### config.mk
export PLATFORM = sky130hd
export DESIGN_NAME = frame_rms_peak_meter_flat
export DESIGN_NICKNAME = d
export VERILOG_FILES = /design/src/rtl/frpm_pkg.sv /design/src/rtl/frpm_if.sv /design/src/rtl/frpm_front.sv /design/src/rtl/frpm_queue.sv /design/src/rtl/frpm_back.sv /design/src/rtl/frame_rms_peak_meter.sv /design/src/flat_wrapper.sv
export SDC_FILE = /design/constraint.sdc
export NUM_CORES = 2
export LEC_CHECK = 0
export BUFFER_PORTS_ARGS = -buffer_cell sky130_fd_sc_hd__buf_4
export CAP_MARGIN = 0
export CORE_MARGIN = 2
export CORE_UTILIZATION = 60
export CTS_CLUSTER_DIAMETER = 50
export DETAILED_ROUTE_END_ITERATION = 8
export PLACE_DENSITY = 0.77
export SLEW_MARGIN = 5
export SYNTH_ARGS = -nofsm -noshare
export SYNTH_HDL_FRONTEND = slang
export SYNTH_HIERARCHICAL = 1
export SYNTH_SLANG_ARGS = --single-unit
### constraint.sdc
create_clock -name i_clk -period 24 [get_ports i_clk]
set_clock_uncertainty 0.2 [all_clocks]
set_input_delay 1.2 -clock i_clk [delete_from_list [all_inputs] [get_ports i_clk]]
set_output_delay 1.2 -clock i_clk [all_outputs]
set_load 0.05 [all_outputs]
### src/rtl/frpm_pkg.sv
// Shared constants and types for the frame RMS and peak level meter.
`timescale 1ns / 1ps
`default_nettype none

package frpm_pkg;

    // Widths fixed by the channel payloads
    localparam int SAMPLE_W = 16;
    localparam int LEVEL_W  = 16;
    localparam int CFG_W    = 13;

    // Defaults and reset values
    localparam int               MAX_FRAME_DEF      = 4096;
    localparam logic [CFG_W-1:0] FRAME_LENGTH_RESET = 13'd512;

    // Frame queue between the accumulator and the level engine
    localparam int QUEUE_DEPTH = 4;

    // Level engine sequencer
    typedef enum logic [1:0] {
        ST_IDLE,
        ST_DIV,
        ST_SQRT,
        ST_HOLD
    } t_back_state;

endpackage

`default_nettype wire

### src/rtl/frpm_if.sv
// Channel interfaces: sample requests, result requests and the length write port.
`timescale 1ns / 1ps
`default_nettype none

interface frpm_sample_if;
    logic                                valid;
    logic                                ready;
    logic signed [frpm_pkg::SAMPLE_W-1:0] sample;

    modport source (output valid, output sample, input ready);
    modport sink   (input valid, input sample, output ready);
endinterface

interface frpm_result_if;
    logic                         valid;
    logic                         ready;
    logic [frpm_pkg::LEVEL_W-1:0] peak_level;
    logic [frpm_pkg::LEVEL_W-1:0] rms_level;

    modport source (output valid, output peak_level, output rms_level, input ready);
    modport sink   (input valid, input peak_level, input rms_level, output ready);
endinterface

interface frpm_cfg_if;
    logic                       valid;
    logic                       ready;
    logic [frpm_pkg::CFG_W-1:0] data;

    modport source (output valid, output data, input ready);
    modport sink   (input valid, input data, output ready);
endinterface

`default_nettype wire

### src/rtl/frpm_front.sv
// Front end: takes samples, keeps per-frame peak and sum of squares, hands off frames.
`timescale 1ns / 1ps
`default_nettype none

module frpm_front #(
    parameter int MAX_FRAME = frpm_pkg::MAX_FRAME_DEF,
    localparam int LEN_W    = $clog2(MAX_FRAME + 1),
    localparam int SUM_W    = 31 + $clog2(MAX_FRAME),
    localparam int FRAME_W  = SUM_W + frpm_pkg::LEVEL_W + LEN_W
) (
    input  wire logic                                 i_clk,
    input  wire logic                                 i_rst_n,
    input  wire logic                                 i_cfg_valid,
    input  wire logic [frpm_pkg::CFG_W-1:0]           i_cfg_data,
    input  wire logic                                 i_valid,
    output logic                                      o_ready,
    input  wire logic signed [frpm_pkg::SAMPLE_W-1:0] i_sample,
    input  wire logic                                 i_room,
    output logic                                      o_push,
    output logic [FRAME_W-1:0]                        o_push_data
);

    localparam int LV = frpm_pkg::LEVEL_W;

    logic [frpm_pkg::CFG_W-1:0] r_len;
    logic [LEN_W-1:0]           eff_len;
    logic [LEN_W-1:0]           r_count;
    logic [LV-1:0]              r_peak;
    logic [SUM_W-1:0]           r_sum;
    logic                       r_st_valid;
    logic                       r_st_last;
    logic [31:0]                r_sq;
    logic [LV-1:0]              r_fpeak;
    logic [LEN_W-1:0]           r_flen;

    logic [16:0]      mag17;
    logic [LV-1:0]    mag;
    logic [LV-1:0]    new_peak;
    logic             accept;
    logic             last;
    logic [SUM_W-1:0] sum_next;

    // Hold the frame length register
    always_ff @(posedge i_clk) begin
        if (!i_rst_n) begin
            r_len <= frpm_pkg::FRAME_LENGTH_RESET;
        end else if (i_cfg_valid) begin
            r_len <= i_cfg_data;
        end
    end

    // Clamp the length: zero means one, above the maximum saturates
    always_comb begin
        if (32'(r_len) > 32'(MAX_FRAME)) begin
            eff_len = LEN_W'(MAX_FRAME);
        end else if (r_len == '0) begin
            eff_len = LEN_W'(1);
        end else begin
            eff_len = LEN_W'(r_len);
        end
    end

    // Magnitude; the most negative sample gives 32768
    assign mag17    = i_sample[15] ? (17'h10000 - {1'b0, i_sample}) : {1'b0, i_sample};
    assign mag      = mag17[LV-1:0];
    assign new_peak = (mag > r_peak) ? mag : r_peak;

    // Take a sample only while the queue can absorb a frame in flight
    assign o_ready = i_room;
    assign accept  = i_valid & o_ready;
    assign last    = ((LEN_W+1)'(r_count) + (LEN_W+1)'(1)) >= (LEN_W+1)'(eff_len);

    // Advance count and peak at accept, square the magnitude into the stage
    always_ff @(posedge i_clk) begin
        if (!i_rst_n) begin
            r_count    <= '0;
            r_peak     <= '0;
            r_st_valid <= 1'b0;
        end else begin
            r_st_valid <= accept;
            if (accept) begin
                r_count <= last ? '0 : r_count + LEN_W'(1);
                r_peak  <= last ? '0 : new_peak;
            end
        end
    end

    always_ff @(posedge i_clk) begin
        if (accept) begin
            r_st_last <= last;
            r_sq      <= 32'(mag) * 32'(mag);
            r_fpeak   <= new_peak;
            r_flen    <= eff_len;
        end
    end

    // Accumulate the square; drop the sum after the frame is handed off
    assign sum_next = r_sum + SUM_W'(r_sq);

    always_ff @(posedge i_clk) begin
        if (!i_rst_n) begin
            r_sum <= '0;
        end else if (r_st_valid) begin
            r_sum <= r_st_last ? '0 : sum_next;
        end
    end

    assign o_push      = r_st_valid & r_st_last;
    assign o_push_data = {sum_next, r_fpeak, r_flen};

endmodule

`default_nettype wire

### src/rtl/frpm_queue.sv
// Short frame queue between the accumulator and the level engine.
`timescale 1ns / 1ps
`default_nettype none

module frpm_queue #(
    parameter int WIDTH = 8,
    localparam int DEPTH = frpm_pkg::QUEUE_DEPTH,
    localparam int PTR_W = $clog2(DEPTH),
    localparam int CNT_W = $clog2(DEPTH + 1)
) (
    input  wire logic             i_clk,
    input  wire logic             i_rst_n,
    input  wire logic             i_push,
    input  wire logic [WIDTH-1:0] i_data,
    output logic                  o_room,
    output logic                  o_valid,
    input  wire logic             i_pop,
    output logic [WIDTH-1:0]      o_data
);

    logic [WIDTH-1:0] r_mem [DEPTH];
    logic [WIDTH-1:0] r_rd_data;
    logic [PTR_W-1:0] r_wr_ptr;
    logic [PTR_W-1:0] r_rd_ptr;
    logic [PTR_W-1:0] n_rd_ptr;
    logic [CNT_W-1:0] r_count;
    logic             do_pop;

    // Keep two free entries: one for the frame in flight, one for the next
    assign o_room  = r_count <= CNT_W'(DEPTH - 2);
    assign o_valid = r_count != '0;
    assign do_pop  = i_pop & o_valid;
    assign o_data  = r_rd_data;

    assign n_rd_ptr = !do_pop ? r_rd_ptr :
                      (r_rd_ptr == PTR_W'(DEPTH - 1)) ? '0 : r_rd_ptr + PTR_W'(1);

    // Write the entry; keep the head entry registered, bypassing a write to it
    always_ff @(posedge i_clk) begin
        if (i_push) begin
            r_mem[r_wr_ptr] <= i_data;
        end
        if (i_push && r_wr_ptr == n_rd_ptr) begin
            r_rd_data <= i_data;
        end else begin
            r_rd_data <= r_mem[n_rd_ptr];
        end
    end

    // Advance pointers and fill count
    always_ff @(posedge i_clk) begin
        if (!i_rst_n) begin
            r_wr_ptr <= '0;
            r_rd_ptr <= '0;
            r_count  <= '0;
        end else begin
            if (i_push) begin
                r_wr_ptr <= (r_wr_ptr == PTR_W'(DEPTH - 1)) ? '0 : r_wr_ptr + PTR_W'(1);
            end
            r_rd_ptr <= n_rd_ptr;
            if (i_push && !do_pop) begin
                r_count <= r_count + CNT_W'(1);
            end else if (!i_push && do_pop) begin
                r_count <= r_count - CNT_W'(1);
            end
        end
    end

endmodule

`default_nettype wire

### src/rtl/frpm_back.sv
// Back end: divides the frame sum by its length, takes the root, registers the result.
`timescale 1ns / 1ps
`default_nettype none

module frpm_back #(
    parameter int MAX_FRAME = frpm_pkg::MAX_FRAME_DEF,
    localparam int LEN_W    = $clog2(MAX_FRAME + 1),
    localparam int SUM_W    = 31 + $clog2(MAX_FRAME),
    localparam int FRAME_W  = SUM_W + frpm_pkg::LEVEL_W + LEN_W,
    localparam int DCNT_W   = $clog2(SUM_W)
) (
    input  wire logic                          i_clk,
    input  wire logic                          i_rst_n,
    input  wire logic                          i_valid,
    output logic                               o_pop,
    input  wire logic [FRAME_W-1:0]            i_data,
    output logic                               o_valid,
    input  wire logic                          i_ready,
    output logic [frpm_pkg::LEVEL_W-1:0]       o_peak_level,
    output logic [frpm_pkg::LEVEL_W-1:0]       o_rms_level
);

    localparam int LV       = frpm_pkg::LEVEL_W;
    // Root datapath: the quotient can use the full sum width
    localparam int RW       = SUM_W + 1;
    localparam int RT_STEPS = (SUM_W + 1) / 2;
    localparam int KW       = $clog2(RT_STEPS);

    frpm_pkg::t_back_state r_state, n_state;

    logic [SUM_W-1:0]  r_quo, n_quo;
    logic [LEN_W-1:0]  r_rem, n_rem;
    logic [LEN_W-1:0]  r_div, n_div;
    logic [LV-1:0]     r_peak, n_peak;
    logic [DCNT_W-1:0] r_dcnt, n_dcnt;
    logic [SUM_W-1:0]  r_v, n_v;
    logic [RW-1:0]     r_root, n_root;
    logic [KW-1:0]     r_k, n_k;
    logic              r_out_valid, n_out_valid;
    logic [LV-1:0]     r_out_peak, n_out_peak;
    logic [LV-1:0]     r_out_rms, n_out_rms;

    logic [LEN_W:0]    trial;
    logic [LEN_W:0]    diff;
    logic              ge;
    logic [RW-1:0]     bitv;
    logic [RW-1:0]     rb;

    // State register and control flags
    always_ff @(posedge i_clk) begin
        if (!i_rst_n) begin
            r_state     <= frpm_pkg::ST_IDLE;
            r_out_valid <= 1'b0;
        end else begin
            r_state     <= n_state;
            r_out_valid <= n_out_valid;
        end
    end

    // Datapath registers
    always_ff @(posedge i_clk) begin
        r_quo      <= n_quo;
        r_rem      <= n_rem;
        r_div      <= n_div;
        r_peak     <= n_peak;
        r_dcnt     <= n_dcnt;
        r_v        <= n_v;
        r_root     <= n_root;
        r_k        <= n_k;
        r_out_peak <= n_out_peak;
        r_out_rms  <= n_out_rms;
    end

    // One restoring divide step and one root digit step
    assign trial = {r_rem, r_quo[SUM_W-1]};
    assign diff  = trial - {1'b0, r_div};
    assign ge    = trial >= {1'b0, r_div};
    assign bitv  = RW'(1) << {r_k, 1'b0};
    assign rb    = r_root + bitv;

    always_comb begin
        n_state     = r_state;
        n_quo       = r_quo;
        n_rem       = r_rem;
        n_div       = r_div;
        n_peak      = r_peak;
        n_dcnt      = r_dcnt;
        n_v         = r_v;
        n_root      = r_root;
        n_k         = r_k;
        n_out_peak  = r_out_peak;
        n_out_rms   = r_out_rms;
        n_out_valid = r_out_valid & ~i_ready;
        o_pop       = 1'b0;

        case (r_state)
            frpm_pkg::ST_IDLE: begin
                // Pull the next finished frame
                o_pop = i_valid;
                if (i_valid) begin
                    n_quo   = i_data[FRAME_W-1 -: SUM_W];
                    n_peak  = i_data[LEN_W +: LV];
                    n_div   = i_data[LEN_W-1:0];
                    n_rem   = '0;
                    n_dcnt  = DCNT_W'(SUM_W - 1);
                    n_state = frpm_pkg::ST_DIV;
                end
            end
            frpm_pkg::ST_DIV: begin
                n_rem = ge ? diff[LEN_W-1:0] : trial[LEN_W-1:0];
                n_quo = {r_quo[SUM_W-2:0], ge};
                n_dcnt = r_dcnt - DCNT_W'(1);
                if (r_dcnt == '0) begin
                    // A length shrunk mid-frame can push the mean square past 2^30
                    n_v     = n_quo;
                    n_root  = '0;
                    n_k     = KW'(RT_STEPS - 1);
                    n_state = frpm_pkg::ST_SQRT;
                end
            end
            frpm_pkg::ST_SQRT: begin
                if ({1'b0, r_v} >= rb) begin
                    n_v    = r_v - rb[SUM_W-1:0];
                    n_root = (r_root >> 1) + bitv;
                end else begin
                    n_root = r_root >> 1;
                end
                n_k = r_k - KW'(1);
                if (r_k == '0) begin
                    n_state = frpm_pkg::ST_HOLD;
                end
            end
            frpm_pkg::ST_HOLD: begin
                // Load the output register once it is free
                if (!r_out_valid || i_ready) begin
                    n_out_valid = 1'b1;
                    n_out_peak  = r_peak;
                    n_out_rms   = r_root[LV-1:0];
                    n_state     = frpm_pkg::ST_IDLE;
                end
            end
            default: begin
                n_state = frpm_pkg::ST_IDLE;
            end
        endcase
    end

    assign o_valid      = r_out_valid;
    assign o_peak_level = r_out_peak;
    assign o_rms_level  = r_out_rms;

endmodule

`default_nettype wire

### src/rtl/frame_rms_peak_meter.sv
// Top level of the frame RMS and peak level meter.
//
//  channel    dir  handshake      request contents
//  i_sample   in   valid/ready    sample (s16)
//  o_result   out  valid/ready    peak_level (u16), rms_level (u16)
//  i_cfg      in   valid/ready    data: frame_length (u13), ready tied high
//
// Samples are taken one per cycle while the frame queue has two free entries.
// The level engine takes one frame at a time: a one-bit-per-cycle restoring divider
// followed by a one-digit-per-cycle root.
// Reset is synchronous: accumulators clear, frame_length returns to 512; no clearing pass.
// A stalled result holds in the output register; once three finished frames wait
// in the queue the sample side stalls, and the fourth entry takes the frame still
// being squared.
`timescale 1ns / 1ps
`default_nettype none

module frame_rms_peak_meter #(
    parameter int MAX_FRAME = frpm_pkg::MAX_FRAME_DEF
) (
    input  wire logic      i_clk,
    input  wire logic      i_rst_n,
    frpm_sample_if.sink    i_sample,
    frpm_result_if.source  o_result,
    frpm_cfg_if.sink       i_cfg
);

    localparam int LEN_W   = $clog2(MAX_FRAME + 1);
    localparam int SUM_W   = 31 + $clog2(MAX_FRAME);
    localparam int FRAME_W = SUM_W + frpm_pkg::LEVEL_W + LEN_W;

    logic               room;
    logic               push;
    logic [FRAME_W-1:0] push_data;
    logic               q_valid;
    logic               q_pop;
    logic [FRAME_W-1:0] q_data;

    // Length writes are always taken
    assign i_cfg.ready = 1'b1;

    frpm_front #(
        .MAX_FRAME(MAX_FRAME)
    ) u_front (
        .i_clk       (i_clk),
        .i_rst_n     (i_rst_n),
        .i_cfg_valid (i_cfg.valid),
        .i_cfg_data  (i_cfg.data),
        .i_valid     (i_sample.valid),
        .o_ready     (i_sample.ready),
        .i_sample    (i_sample.sample),
        .i_room      (room),
        .o_push      (push),
        .o_push_data (push_data)
    );

    frpm_queue #(
        .WIDTH(FRAME_W)
    ) u_queue (
        .i_clk   (i_clk),
        .i_rst_n (i_rst_n),
        .i_push  (push),
        .i_data  (push_data),
        .o_room  (room),
        .o_valid (q_valid),
        .i_pop   (q_pop),
        .o_data  (q_data)
    );

    frpm_back #(
        .MAX_FRAME(MAX_FRAME)
    ) u_back (
        .i_clk        (i_clk),
        .i_rst_n      (i_rst_n),
        .i_valid      (q_valid),
        .o_pop        (q_pop),
        .i_data       (q_data),
        .o_valid      (o_result.valid),
        .i_ready      (o_result.ready),
        .o_peak_level (o_result.peak_level),
        .o_rms_level  (o_result.rms_level)
    );

endmodule

`default_nettype wire

### src/flat_wrapper.sv
// flat-port wrapper written by rule: the top's interface ports become plain ports
module frame_rms_peak_meter_flat 
#(
    parameter int MAX_FRAME = frpm_pkg::MAX_FRAME_DEF
)
  (i_clk, i_rst_n, i_sample_valid, i_sample_sample, i_sample_ready, o_result_valid, o_result_peak_level, o_result_rms_level, o_result_ready, i_cfg_valid, i_cfg_data, i_cfg_ready);
  frpm_sample_if i_sample_i ();
  frpm_result_if o_result_i ();
  frpm_cfg_if i_cfg_i ();
  input  wire logic i_clk;
  input  wire logic i_rst_n;
  input wire logic [$bits(i_sample_i.valid)-1:0] i_sample_valid;
  input wire logic [$bits(i_sample_i.sample)-1:0] i_sample_sample;
  output wire logic [$bits(i_sample_i.ready)-1:0] i_sample_ready;
  output wire logic [$bits(o_result_i.valid)-1:0] o_result_valid;
  output wire logic [$bits(o_result_i.peak_level)-1:0] o_result_peak_level;
  output wire logic [$bits(o_result_i.rms_level)-1:0] o_result_rms_level;
  input wire logic [$bits(o_result_i.ready)-1:0] o_result_ready;
  input wire logic [$bits(i_cfg_i.valid)-1:0] i_cfg_valid;
  input wire logic [$bits(i_cfg_i.data)-1:0] i_cfg_data;
  output wire logic [$bits(i_cfg_i.ready)-1:0] i_cfg_ready;
  assign i_sample_i.valid = i_sample_valid;
  assign i_sample_i.sample = i_sample_sample;
  assign i_sample_ready = i_sample_i.ready;
  assign o_result_valid = o_result_i.valid;
  assign o_result_peak_level = o_result_i.peak_level;
  assign o_result_rms_level = o_result_i.rms_level;
  assign o_result_i.ready = o_result_ready;
  assign i_cfg_i.valid = i_cfg_valid;
  assign i_cfg_i.data = i_cfg_data;
  assign i_cfg_ready = i_cfg_i.ready;
  frame_rms_peak_meter #(.MAX_FRAME(MAX_FRAME)) u_core (.i_clk(i_clk), .i_rst_n(i_rst_n), .i_sample(i_sample_i), .o_result(o_result_i), .i_cfg(i_cfg_i));
endmodule
# Yosys cells after proc, flatten, opt, wreduce, memory -nomap -nowiden
# Memory sizes are Yosys's and may differ from the RTL's. A register that Yosys moved wholly into a read port is not among the register bits.
# Index checks and enable logic that the tools add are counted.
# totals
out_inout_bits	35
reg_bits	373
word_cells	119
memories	1
mem_bits_rw	288
# mem_list
name	words	width	rd	rd_ports_with_merged_regs	write_ports	line_no	text
u_core.u_queue.r_mem	4	72	1	1	1	frpm_queue.sv:21	logic [WIDTH-1:0] r_mem [DEPTH];
# classes
addsub	14
bitwise_logic	5
n_mul	1
muxes	37
n_reduce_logical	20
n_shift	1
n_lt_le_gt_ge	6
n_eq_ne	10
# op_table
op	n
two-way mux 43 bit	4
case mux 43 bit (2 select lines)	2
two-way mux 44 bit	2
case mux 44 bit (2 select lines)	1
two-way mux 13 bit	5
two-way mux 16 bit	3
adder 43 x 44 -> 44 bit	1
adder 44 bit	1
greater-or-equal comparator 43 x 44 -> 1 bit	1
<< shifter 1 x 6 -> 44 bit (first input constant)	1
adder 43 x 32 -> 43 bit	1
subtractor 43 bit	1
multiplier 16 x 16 -> 32 bit	1
greater-or-equal comparator 14 x 13 -> 1 bit	2
case mux 13 bit (2 select lines)	1
> comparator 16 bit	1
subtractor 1 x 16 -> 16 bit (first input constant)	1
adder 13 x 1 -> 14 bit (second input constant)	1
two-way mux 2 bit	7
adder 13 x 1 -> 13 bit (second input constant)	1
> comparator 13 bit (second input constant)	1
logical NOT 13 bit	1
subtractor 13 bit	1
case mux 6 bit (2 select lines)	1
28 further kinds	52

# Logic depth before layout (Yosys ltp)
# depth
word_depth	6
ltp_mapped	32
mapped_depth_nobuf	30

# Modules after synthesis
# The synthesis kept the hierarchy.
# by_module_without_submodules
mod	area_per_inst_um2	n_inst	cells_each	seq_area_each_um2
frpm_front	15481.1	1	1709	3553.4
frpm_back	14956.8	1	1433	6516.2
frpm_queue	10945.5	1	420	8828.5
frame_rms_peak_meter	11.3	1	2	0.0

# Worst setup path before layout
# OpenSTA, ideal clock, no wires.
# synth_path
kind	input to register
startpoint	in i_sample_sample[0]
endpoint	reg u_core.u_front.r_sq[29], data pin
setup_ps	271
arrival_ps	8915
t_required_ps	23529
cell_stages	30
slack_ps	14614
cell_sequence	clkinv_1 > clkbuf_1 > ha_1 > or3b_1 > or4_4 > o21ai_1 > xor2_1 > inv_2 > clkbuf_1 > nand2_1 > inv_1 > fa_1 > inv_1 > fa_1 > inv_1 > fa_1 > fa_1 > fa_1 > inv_1 > fa_1 > inv_1 > ha_1 > a21oi_1 > o21ai_0 > a31o_2 > a211o_1 > a41o_1 > a221oi_4 > mux2i_1 > o2111ai_1
# synth_between
elab_chain_cells	3
# synth_rtl
item	line_no	text
start, declared	flat_wrapper.sv:13	input wire logic [$bits(i_sample_i.sample)-1:0] i_sample_sample;
subtractor 1 x 16 -> 16 bit	frpm_front.sv:64	assign mag17 = i_sample[15] ? (17'h10000 - {1'b0, i_sample}) : {1'b0, i_sample};
two-way mux 16 bit (*)	frpm_front.sv:64	
multiplier 16 x 16 -> 32 bit (*)	frpm_front.sv:91	r_sq <= 32'(mag) * 32'(mag);
end signal, assigned	frpm_front.sv:91	
end, declared	frpm_front.sv:32	logic [31:0] r_sq;
# Every way passes the cells marked *; elsewhere a longest branch is shown, timed or not.
# A chain may end at the register's enable or synchronous reset.

# Worst setup path after layout
# Ends and elaborated chain as after synthesis.

==> flow_summary_export.csv <==
group,metric,value,unit
yosys,synth.largest_area_cell,"sky130_fd_sc_hd__edfxtp_1",
routing,drt-initial-drc-count,2372,
power,power_density_of_the_placed_cells,145.0,nW/um2
cells_and_area,final-instance-count-excl-fill,4561,
sta,period_share,39.30,%
clock_network,numCtsBuffers,78,
routing,antenna_nets_post_route,0,
floorplan,core_region_area,68470,um2
place,final_weighted_congestion_in_routability_driven_placement,0.9083,
sta,rsz0062_at_grt,"no",
place,detailed_place.area,42620,um2
yosys,synth_ff_type,"sky130_fd_sc_hd__edfxtp_1",
grt,grt_start_max_net_pins,83,
worst_setup_path,endpoint_kind,"flop",
sta,worst_slack,14.57,ns
yosys,synth-seq-area-share,45.65,%
grt,globalRouteOverflowTotal,0,
grt,track_usage,24.90,%
sta,hold_viol,0,
power,finalPower,6.570,mW
worst_setup_path,cpPeakStageDelay,0.55,ns
yosys,synth_simple_gate_area_share,9.984,%
yosys,syn-mean-instance-area,11.61,um2
place,dp_cells,4418,
clock_network,tritoncts,"yes",
clock_network,gates_resized_cts_repair,0,
sta,max_slew_violation_total_from_the_final_report,0,
yosys,yosysUniqueCellTypes,108,
floorplan,die_w,266.7,um
clock_network,cts.sinks,662,
sta,timing.hold.ws,0.2176,ns
sta,finalWorstPathRequiredPeriod,9.431,ns
clock_network,cts_max_level,3,
worst_setup_path,cp_max_fo,20,
floorplan,num_io_pins,69,
cells_and_area,fillerInstances,4896,
clock_network,clk_root_buffer_cell,"sky130_fd_sc_hd__clkbuf_16",
cells_and_area,area_growth_syn_to_layout,9.467,%
yosys,synth_largest_type_area_fraction,40.91,%
grt,first_pass_grt_wire_length,140.5,mm
clock_network,insertion_delay,0.64,ns
yosys,synth_compound_gate_area_share,11.04,%
worst_setup_path,crit_path_top_delay_cell,"sky130_fd_sc_hd__fa_1",
sta,slew_headroom,25.85,%
worst_setup_path,start_kind,"input pin",
yosys,synth_fa_ha_area_share,16.41,%
routing,drt_pass1_iterations,8,
sta,setup_total_negative_slack,0,ns
yosys,total_of_warnings_raised_by_yosys,6,
cells_and_area,finalNetCount,4088,
cells_and_area,num_antenna_cells,0,
yosys,synth-seq-cells,662,
sta,setup_viol,0,
cells_and_area,final_cell_area,45310,um2
cells_and_area,post-route-util,66.18,%
floorplan,fp.dieArea,71110,um2
power,vdd_ir_drop_max,245.5,uV
clock_network,clkTransAtPathRegs,0.06,ns
clock_network,cts_hold_buffers,0,
yosys,library_cell_with_the_highest_instance_count_after_synthesis,"sky130_fd_sc_hd__edfxtp_1",
sta,worst_pin_slew,1.108,ns
worst_setup_path,timing.critical_path.mode_cell,"sky130_fd_sc_hd__fa_1",
hold_path,min_path_type,"reg2reg",
run,max_cap_viol_count,0,
clock_network,cts_max_path_buffers,3,
routing,detailroute.via_count,27148,
clock_network,cts_setup_buffers,0,
routing,total_wirelength_of_the_detailed_routed_design,87.67,mm
grt,grt_pass1_vias,27017,
yosys,ys_top_cells_by_area,"sky130_fd_sc_hd__edfxtp_1, sky130_fd_sc_hd__ha_1, sky130_fd_sc_hd__fa_1, sky130_fd_sc_hd__dfxtp_1, sky130_fd_sc_hd__mux4_2",
yosys,syn_inst,3564,
status,outcome,"completed",
yosys,synth-xor-area-share,4.857,%
yosys,synth_area,41390,um2
cells_and_area,final_layout_size_suffix_gt1_share,12.69,%
worst_setup_path,critPathArrivalTime,9.60,ns
worst_setup_path,worstSetupPathType,"in2reg",
routing,route.detailed.drc,0,
yosys,synth.top_cells.by_count,"sky130_fd_sc_hd__edfxtp_1, sky130_fd_sc_hd__inv_1, sky130_fd_sc_hd__nand2_1",
yosys,synth_enable_flop_cells,564,
routing,via_per_inst,5.952,
yosys,largest_family_of_logic_cells_by_synthesized_area,"adder cells",
floorplan,dieHeight,266.7,um
place,dp_worst_setup_slack,14.00,ns
place,hpwlAfterDp,62.02,mm
floorplan,initial_core_util,60.46,%
grt,grt_antenna_before_repair,0,
yosys,asyncSetResetFlopFracSynth,0,%
routing,detail_route.wl_per_cell,19.22,um
floorplan,placement_rows,96,
yosys,synthMuxAreaShare,7.173,%
sta,maxClockFrequency,106.0,MHz
place,place.port_buffers,67,
worst_setup_path,worstPathRequired,24.17,ns
power,power.static_leakage,18.03,nW
[cells in the final DEF, fill, tap and decap left out, types with 13 or more instances in the layout]
master                      instances
sky130_fd_sc_hd__fa_1             168
sky130_fd_sc_hd__mux2_2            79
sky130_fd_sc_hd__a22oi_1           21
sky130_fd_sc_hd__mux4_2            70
sky130_fd_sc_hd__buf_4             97
sky130_fd_sc_hd__edfxtp_1         564
sky130_fd_sc_hd__a211oi_1          16
sky130_fd_sc_hd__nand2_1          272
sky130_fd_sc_hd__o21bai_1          26
sky130_fd_sc_hd__nand3_1           67
sky130_fd_sc_hd__a21o_1            68
sky130_fd_sc_hd__a31oi_1           45
sky130_fd_sc_hd__xor2_1            88
sky130_fd_sc_hd__nor2_1           270
sky130_fd_sc_hd__nand4_1           35
sky130_fd_sc_hd__mux2i_1           45
sky130_fd_sc_hd__and2_1            17
sky130_fd_sc_hd__a31o_2            16
sky130_fd_sc_hd__nor3_1            37
sky130_fd_sc_hd__o2bb2ai_1         17
sky130_fd_sc_hd__xnor2_1          131
sky130_fd_sc_hd__o21ai_0          110
sky130_fd_sc_hd__a21oi_1          191
sky130_fd_sc_hd__or3_1             13
sky130_fd_sc_hd__o21a_1            20
sky130_fd_sc_hd__nor2b_1           27
sky130_fd_sc_hd__inv_1            336
sky130_fd_sc_hd__dfxtp_1           96
sky130_fd_sc_hd__nand2b_1          39
sky130_fd_sc_hd__and3_1            37
sky130_fd_sc_hd__a211oi_2          14
sky130_fd_sc_hd__clkbuf_16         79
sky130_fd_sc_hd__o31ai_1           14
sky130_fd_sc_hd__ha_1             268
[sequential cells by signal (all words and copies together) (netlist names), 16 cells and up, named ones only]
register	count
u_core/u_front/r_peak	16
u_core/u_back/o_peak_level	16
u_core/u_back/r_quo	43
u_core/u_back/r_root	44
u_core/u_back/r_v	43
u_core/u_front/r_sq	31
u_core/u_front/r_sum	43
u_core/u_front/r_fpeak	16
u_core/u_back/o_rms_level	16
u_core/u_queue/r_mem	288
u_core/u_back/r_peak	16
[final timing paths]
path                                                         start                                  endpoint  slack (ns)  cells after the start
worst min register to register  u_core/u_back/r_peak[12]$_DFFE_PP_  u_core/u_back/o_peak_level[12]$_DFFE_PP_        0.22                      0
worst min-delay path            u_core/u_back/r_peak[12]$_DFFE_PP_  u_core/u_back/o_peak_level[12]$_DFFE_PP_        0.22                      0
worst max-delay path                            i_sample_sample[0]         u_core/u_front/r_sq[29]$_DFFE_PP_       14.57                     29
worst max register to register  u_core/u_back/r_k[0]$_SDFFCE_PN1P_            u_core/u_back/r_v[9]$_DFFE_PP_       15.42                     27
[critical path, delay by kind of cell]
kind,cells,cell delay [ns]
fa+ha+maj,8,3.68
mux,1,0.23
compound gates,8,1.97
buf+inv,8,0.99
xor+xnor,1,0.46
simple gates,3,1.05
[final cells by class]
class,count,area (um2),area share (%)
Tap cell,882,1104,2.435
Timing Repair Buffer,97,728.2,1.607
Inverter,349,1310,2.891
Clock inverter,52,650.6,1.436
Clock buffer,91,2042,4.506
Multi-Input combinational cell,2428,20580,45.41
Sequential cell,662,18900,41.72
[power breakdown]
part	internal (mW)	leakage (nW)	switching (mW)
combinational	1.44	10.8	2.06
sequential	1.74	5.97	0.125
clock	0.708	1.29	0.502
[kinds of logic after synthesis]
| logic type | Yosys count |
|---|---|
| fa+ha+maj | 443 |
| mux | 196 |
| compound gates | 675 |
| buf+inv | 483 |
| simple gates | 878 |
| xor+xnor | 224 |
| flops | 662 |
| other cells | 3 |
[routing by layer]
metal | wire length [um] | GRT usage (%) | vias to the layer above | part of all wire, %
met5 | 0 | 0 | - | 0
met1 | 37210 | 33.13 | 13260 | 42
li1 | - | - | 12919 | -
met4 | 3233 | 10.46 | 0 | 3.7
met2 | 42810 | 41.64 | 803 | 49
met3 | 4419 | 2.962 | 166 | 5.0
(Power assumes the default switching activity.)
